==> src/design/sorted_priority_queue_top_macros.svh <==
// Assertion macros for the sorted priority queue.
// Used by sorted_priority_queue_top; no other dependencies.
`ifndef SORTED_PRIORITY_QUEUE_TOP_MACROS_SVH
`define SORTED_PRIORITY_QUEUE_TOP_MACROS_SVH
`ifndef SYNTHESIS
`define SPQ_ASSERT_SAME(label, ante, cons) \
  label: assert property (@(posedge clk) disable iff (!rst_n) (ante) |-> (cons)) \
    else $error("spq check failed");
`define SPQ_ASSERT_NEXT(label, ante, cons) \
  label: assert property (@(posedge clk) disable iff (!rst_n) (ante) |=> (cons)) \
    else $error("spq check failed");
`else
`define SPQ_ASSERT_SAME(label, ante, cons)
`define SPQ_ASSERT_NEXT(label, ante, cons)
`endif
`endif

==> src/design/spq_pkg.sv <==
// Shared types and codes for the sorted priority queue.
// No dependencies.
package spq_pkg;

  typedef enum logic [1:0] {
    OP_ENQ = 2'd0,
    OP_DEQ = 2'd1,
    OP_QRY = 2'd2
  } op_t;

  typedef enum logic [1:0] {
    ST_OK    = 2'd0,
    ST_EMPTY = 2'd1,
    ST_FULL  = 2'd2
  } status_t;

  typedef struct packed {
    logic signed [15:0] score;
    logic        [15:0] arrival;
  } entry_t;

  // Broadcast from the controller to every cell
  typedef struct packed {
    logic   do_enq;
    logic   do_deq;
    entry_t new_entry;
  } cell_ctl_t;

endpackage

==> src/design/spq_cell.sv <==
// One slot of the sorted shift chain.
// Depends on spq_pkg.
module spq_cell (
  input  logic              clk,
  input  spq_pkg::cell_ctl_t ctl,
  input  logic              occ,
  input  spq_pkg::entry_t   left_q,
  input  logic              left_ins,
  input  spq_pkg::entry_t   right_q,
  output spq_pkg::entry_t   data_q,
  output logic              ins
);
  import spq_pkg::*;

  entry_t data_r;
  entry_t data_nxt;

  // true when the new entry is served before the held one
  function automatic logic goes_before(entry_t a, entry_t b);
    if (a.score != b.score) begin
      return a.score > b.score;
    end
    return a.arrival < b.arrival;
  endfunction

  // empty slots count as "insert here or below"
  assign ins    = !occ || goes_before(ctl.new_entry, data_r);
  assign data_q = data_r;

  always_comb begin
    data_nxt = data_r;
    if (ctl.do_enq && ins) begin
      data_nxt = left_ins ? left_q : ctl.new_entry;
    end else if (ctl.do_deq) begin
      data_nxt = right_q;
    end
  end

  always_ff @(posedge clk) begin
    data_r <= data_nxt;
  end

endmodule

==> src/design/sorted_priority_queue_top.sv <==
// Sorted priority queue: shift chain of QUEUE_DEPTH cells plus count and result register.
// Depends on spq_pkg, spq_cell and sorted_priority_queue_top_macros.svh.
//
// Bounded priority queue, best entry (highest score, then earliest arrival;
// exact duplicates leave in arrival order) always in cell 0. Every cell
// compares the incoming entry with its own and shifts in step with its
// neighbors, so any request - enqueue, dequeue or query - acts at once: one
// request is accepted per clock unless stalled, and its result appears in
// the output register on the next cycle. The cell compare plus the neighbor
// select sets the cycle time. in_stall is raised only while a result waits
// and out_stall is high. Enqueue on full and dequeue on empty report an
// error status and leave the contents unchanged; opcode 3 acts as a query.
module sorted_priority_queue_top #(
  parameter int QUEUE_DEPTH = 16
) (
  input  logic                                 clk,
  input  logic                                 rst_n,
  input  logic                                 in_valid,
  output logic                                 in_stall,
  input  logic [1:0]                           in_opcode,
  input  logic signed [15:0]                   in_new_score,
  input  logic [15:0]                          in_new_arrival,
  output logic                                 out_valid,
  input  logic                                 out_stall,
  output logic                                 out_out_valid,
  output logic signed [15:0]                   out_out_score,
  output logic [15:0]                          out_out_arrival,
  output logic [1:0]                           out_status,
  output logic [$clog2(QUEUE_DEPTH+1)-1:0]     out_entry_count,
  output logic                                 out_now_empty,
  output logic                                 out_now_full
);
  import spq_pkg::*;

  localparam int CW = $clog2(QUEUE_DEPTH + 1);
  localparam logic [CW-1:0] FULL_CNT = CW'(QUEUE_DEPTH);

  logic          acc;
  op_t           op;
  cell_ctl_t     ctl;
  logic [CW-1:0] count_r, count_nxt;
  status_t       status;

  logic          res_vld_r;
  logic          deq_vld_r;
  entry_t        deq_r;
  status_t       status_r;
  logic [CW-1:0] cnt_out_r;

  entry_t        cell_q [QUEUE_DEPTH];
  logic          ins    [QUEUE_DEPTH];

  assign in_stall = res_vld_r && out_stall;
  assign acc      = in_valid && !in_stall;
  assign op       = op_t'(in_opcode);

  always_comb begin
    ctl.do_enq            = 1'b0;
    ctl.do_deq            = 1'b0;
    ctl.new_entry.score   = in_new_score;
    ctl.new_entry.arrival = in_new_arrival;
    count_nxt             = count_r;
    status                = ST_OK;
    case (op)
      OP_ENQ: begin
        if (count_r == FULL_CNT) begin
          status = ST_FULL;
        end else begin
          ctl.do_enq = acc;
          count_nxt  = count_r + 1'b1;
        end
      end
      OP_DEQ: begin
        if (count_r == '0) begin
          status = ST_EMPTY;
        end else begin
          ctl.do_deq = acc;
          count_nxt  = count_r - 1'b1;
        end
      end
      default: begin
        status = ST_OK;
      end
    endcase
  end

  genvar gi;
  generate
    for (gi = 0; gi < QUEUE_DEPTH; gi++) begin : g_cell
      logic   occ;
      entry_t left_q;
      logic   left_ins;
      entry_t right_q;

      assign occ = CW'(gi) < count_r;

      if (gi == 0) begin : g_head
        assign left_q   = ctl.new_entry;
        assign left_ins = 1'b0;
      end else begin : g_body
        assign left_q   = cell_q[gi-1];
        assign left_ins = ins[gi-1];
      end

      if (gi == QUEUE_DEPTH - 1) begin : g_tail
        assign right_q = cell_q[gi];
      end else begin : g_inner
        assign right_q = cell_q[gi+1];
      end

      spq_cell u_cell (
        .clk      (clk),
        .ctl      (ctl),
        .occ      (occ),
        .left_q   (left_q),
        .left_ins (left_ins),
        .right_q  (right_q),
        .data_q   (cell_q[gi]),
        .ins      (ins[gi])
      );
    end
  endgenerate

  always_ff @(posedge clk) begin
    if (!rst_n) begin
      count_r   <= '0;
      res_vld_r <= 1'b0;
    end else begin
      if (acc) begin
        count_r   <= count_nxt;
        res_vld_r <= 1'b1;
      end else if (!out_stall) begin
        res_vld_r <= 1'b0;
      end
    end
  end

  always_ff @(posedge clk) begin
    if (acc) begin
      deq_vld_r <= ctl.do_deq;
      deq_r     <= ctl.do_deq ? cell_q[0] : '0;
      status_r  <= status;
      cnt_out_r <= count_nxt;
    end
  end

  assign out_valid       = res_vld_r;
  assign out_out_valid   = deq_vld_r;
  assign out_out_score   = deq_r.score;
  assign out_out_arrival = deq_r.arrival;
  assign out_status      = status_r;
  assign out_entry_count = cnt_out_r;
  assign out_now_empty   = cnt_out_r == '0;
  assign out_now_full    = cnt_out_r == FULL_CNT;

`include "sorted_priority_queue_top_macros.svh"

  `SPQ_ASSERT_SAME(a_count_bound, 1'b1, count_r <= FULL_CNT)
  `SPQ_ASSERT_NEXT(a_deq_pops, acc && op == OP_DEQ && count_r != '0, out_out_valid && count_r == $past(count_r) - 1'b1)
  `SPQ_ASSERT_NEXT(a_full_holds, acc && op == OP_ENQ && count_r == FULL_CNT, count_r == $past(count_r) && out_status == ST_FULL)
  `SPQ_ASSERT_SAME(a_no_double_op, 1'b1, !(ctl.do_enq && ctl.do_deq))

endmodule

==> config.mk <==
export PLATFORM = sky130hd
export DESIGN_NAME = sorted_priority_queue_top
export DESIGN_NICKNAME = d
export VERILOG_FILES = /design/src/design/spq_pkg.sv /design/src/design/spq_cell.sv /design/src/design/sorted_priority_queue_top.sv
export VERILOG_INCLUDE_DIRS = /design/src /design/src/design
export SDC_FILE = /design/constraint.sdc
export NUM_CORES = 2
export LEC_CHECK = 0
export BUFFER_PORTS_ARGS = -buffer_cell sky130_fd_sc_hd__buf_2
export CAP_MARGIN = 20
export CORE_MARGIN = 2
export CORE_UTILIZATION = 50
export DETAILED_ROUTE_END_ITERATION = 6
export GPL_TIMING_DRIVEN = 1
export HOLD_SLACK_MARGIN = 0.15
export PLACE_DENSITY = 0.77
export SLEW_MARGIN = 20
export SYNTH_ARGS = -nofsm -noshare
export SYNTH_HDL_FRONTEND = slang
export SYNTH_HIERARCHICAL = 1
export SYNTH_SLANG_ARGS = --single-unit
==> constraint.sdc <==
create_clock -name clk -period 5.9 [get_ports clk]
set_input_delay 0 -clock clk [delete_from_list [all_inputs] [get_ports clk]]
set_output_delay 0 -clock clk [all_outputs]
set_load 0.005 [all_outputs]
# == After elaboration in Yosys (flattened, before gate mapping) ==
# Index checks and enable logic that the tools add are counted.
# classes
addsub,2
order_cmp,48
n_eq_ne,20
muxes,105
n_reduce_logical,69
# op_table
cell,count
two-way mux 32 bit,45
> comparator 16 bit,16
< comparator 16 bit,16
!= test 16 bit,16
two-way mux 1 bit,55
< comparator 4 x 5 -> 1 bit (first input constant),8
nonzero test 2 bit,15
< comparator 3 x 5 -> 1 bit (first input constant),4
logical AND 1 bit,18
logical NOT 1 bit,17
logical OR 1 bit,16
equality test 5 bit (second input constant),2
logical NOT 5 bit,2
< comparator 1 x 5 -> 1 bit (first input constant),2
< comparator 2 x 5 -> 1 bit (first input constant),2
two-way mux 5 bit,2
case mux 5 bit (2 select lines),1
adder 5 x 1 -> 5 bit (second input constant),1
subtractor 5 x 1 -> 5 bit (second input constant),1
case mux 2 bit (2 select lines),1
equality test 2 x 1 -> 1 bit (second input constant),1
logical NOT 2 bit,1
two-way mux 2 bit,1
!= test 2 x 1 -> 1 bit (second input constant),1
# totals
ff_bits,558
output_inout_bits,44
wordCells,283

# == Logic depth before layout (Yosys ltp) ==
# depth
ltp_word,7
depth_mapped,12
ltp_nobuf,10

# == By module ==
# The synthesis kept the hierarchy.
# modules_own_cells
mod,n_inst,cells_per_inst,area_per_inst_um2,seq_area_each_um2
spq_cell at g_cell[0].u_cell ...,15,221,2595.0,960.9
spq_cell at g_cell[14].u_cell,1,221,2588.7,960.9
sorted_priority_queue_top,1,182,2160.8,1321.3

# == Worst setup path after synthesis ==
# OpenSTA, ideal clock, no wires.
# synth_path
path_type,register to register
startpoint,register count_r[1]
endpoint,"register g_cell[0].u_cell.data_r, in the netlist g_cell[0].u_cell/data_q[0], enable pin"
setup_time_ps,375
arrival_ps,4137
t_required_ps,5525
slack_ps,1388
stages_incl_launch_ff,10
n_path_buf,2
period_less_slack_ps,4512
path_cell_list,dfxtp_1 clkbuf_1 inv_1 ha_1 and4bb_2 nor3_1 nand2b_1 o32ai_4 buf_6 or2_2
# synth_rtl
item,line,source
"start, declared",sorted_priority_queue_top.sv:41,"logic [CW-1:0] count_r, count_nxt;"
"start signal, assigned",sorted_priority_queue_top.sv:130,count_r <= count_nxt;
"end signal, assigned",spq_cell.sv:40,data_r <= data_nxt;
"end, declared",spq_cell.sv:15,entry_t data_r;

==> flow_summary.json <==
{
  "drv_slew": 0,
  "clock-skew-final_ns": 0.0328,
  "grt_antenna_before_repair": 2,
  "worstPathRequired_ns": 6.18,
  "htree_levels": 2,
  "overflow": 0,
  "timing.reg2reg.worst_path_depth": 8,
  "timing.reg2reg.setup_slack_ns": 1.57,
  "post-cts-setup-buffers": 0,
  "route.detailed.vias_per_inst": 5.95,
  "final_layout_size_suffix_gt1_share_pct": 32.2,
  "num-nets-final": 4335,
  "drt-total-wl_um": 105000,
  "clock_tree_from_tritoncts": "yes",
  "global_route_wire_length_before_repair_um": 166000,
  "rsz0062_at_grt": "false",
  "numCtsBuffers": 60,
  "max_stage_delay_ns": 0.77,
  "post-route-util_pct": 54.6,
  "setup_viol": 0,
  "nFillCells": 7199,
  "post_synthesis_net_count": 4255,
  "place_congestion": 0.885,
  "grt_pass1_vias": 30479,
  "worstSetupEndpoint": "g_cell[12].u_cell/data_q[23]$_DFFE_PP_",
  "crit_cells": 8,
  "rr_startpoint": "count_r[1]$_SDFFE_PN0N_",
  "layout.cells.most_common": "mux2_2",
  "antenna_cells": 0,
  "max-vdd-ir-drop_uv": 241,
  "row_count": 108,
  "grt_start_max_net_pins": 51,
  "syn_inst": 3717,
  "final_cell_mix": "931 x mux2_2, 552 x edfxtp_1, 519 x inv_1",
  "route.detailed.drc": 0,
  "clock_latency_ns": 0.67,
  "post_drt_wl_per_cell_um": 20.9,
  "hold_path.startpoint": "in_new_arrival[5]",
  "startpoint_type": "register",
  "path_buf_inv": 2,
  "setup-tns-final_ns": 0,
  "syn_to_final_growth_pct": 8.35,
  "ant_nets": 0,
  "start_util_pct": 50.4,
  "vias": 29755,
  "powerDensity_nw_per_um2": 238,
  "worstHoldPathCells": 3,
  "dp.final_hpwl_um": 79700,
  "drt_first_iter_violations": 2024,
  "cts_hold_repair.buffers": 11,
  "final.hold.worst_slack_ns": 0.239,
  "cp_data_arrival_time_ns": 4.61,
  "core-area_um2": 86600,
  "max_freq_ghz": 0.231,
  "total_of_buffers_placed_on_input_and_output_ports": 81,
  "grt_use_total_pct": 22.9,
  "outcome": "completed",
  "crit_path_end_kind": "register",
  "post-route-worst-setup-slack_ns": 1.57,
  "fp.dieH_um": 300,
  "ys.warnings.count": 6,
  "crit_slowest_cell": "nor3_2",
  "tightestPinTransition_ns": 1.01,
  "netlist_area_pre_place_um2": 43700,
  "max-slew-margin-rel_pct": 32.1,
  "finalCriticalPeriod_ns": 4.33,
  "avgSynthCellArea_um2": 11.7,
  "placed_area_um2": 45300,
  "final-hold-violation-count": 0,
  "drt_pre_antenna_iters": 7,
  "max-clock-path-buffers": 3,
  "placement.setup.worst_slack_ns": 1.59,
  "cts.reportedPaths.clkPinSlew_ns": 0.06,
  "path_class_of_the_lowest_slack_min_delay_path": "in2reg",
  "cp_top_family": "simple AND/OR/NAND/NOR gates",
  "die_width_um": 300,
  "clock-sinks": 558,
  "static-leakage-power_nw": 19.4,
  "worstSetupStartpoint": "count_r[1]$_SDFFE_PN0N_",
  "cts_root_buf": "clkbuf_16",
  "worst-setup-path-type": "reg2reg",
  "cp_cell_sequence": "inv_1 -> ha_1 -> and4bb_2 -> nor3_2 -> nand2b_1 -> o32ai_4 -> buf_4 -> or2_2",
  "max_cap_viol_count": 0,
  "critical_path.reg2reg.endpoint": "g_cell[12].u_cell/data_q[23]$_DFFE_PP_",
  "cts-resized-gates": 0,
  "layout.cell_area.non_filler_um2": 47300,
  "min_period_over_period_pct": 73.4,
  "ioPinCount": 82,
  "fp.dieArea_um2": 89700,
  "critical_path.max_fanout": 32
}
## how the worst min path moves through the flow
stage	endpoint	slack, ns
2_1_floorplan	out_valid$_SDFFE_PN0P_	0.12
3_3_place_gp	out_valid$_SDFFE_PN0P_	0.23
3_5_place_dp	out_valid$_SDFFE_PN0P_	0.23
4_1_cts	count_r[3]$_SDFFE_PN0N_	0.19
5_1_grt	count_r[3]$_SDFFE_PN0N_	0.24
6_report	g_cell[1].u_cell/data_q[5]$_DFFE_PP_	0.24
## layout make-up
cell class | count | area, um2 | share of cell area, %
Clock inverter | 42 | 362 | 0.764
Timing Repair Buffer | 138 | 861 | 1.82
Sequential cell | 558 | 16700 | 35.3
Multi-Input combinational cell | 2519 | 24400 | 51.6
Clock buffer | 72 | 1580 | 3.33
Tap cell | 1155 | 1450 | 3.05
Inverter | 520 | 1950 | 4.13
## per-layer routing
layer / up-vias / wire length, um / GRT usage, %
li1: 14127 / - / -
met1: 14552 / 45600 / 29.6
met2: 863 / 50500 / 39.5
met3: 211 / 5180 / 2.67
met4: 2 / 3550 / 8.45
met5: - / 8 / 0
## metrics by stage
stage               std cells  total power [mW]
floorplan                3717              6.82
global placement         4879              7.40
detailed placement       4879              7.52
CTS                      5004              11.3
global route             5004              11.8
finish                   5004              11.3
## report_power, final
part           switching (mW)  internal (mW)
clock network            1.68           2.12
registers               0.257           4.83
logic                    1.28           1.11
## sequential cells by signal, summed over array words and instances (netlist names)
register              count
count_r                   5
g_cell.u_cell/data_q    512
out_entry_count           5
out_out_arrival          16
out_out_score            16
out_out_valid             1
out_status                2
out_valid                 1
## worst register-to-register path: stages, from the launching register on
cell and delay [ns]:
dfxtp_1 0.55, inv_1 0.17, ha_1 0.26, and4bb_2 0.28
nor3_2 0.77, nand2b_1 0.23, o32ai_4 0.63, buf_4 0.39
or2_2 0.67
(Power assumes the default switching activity.)
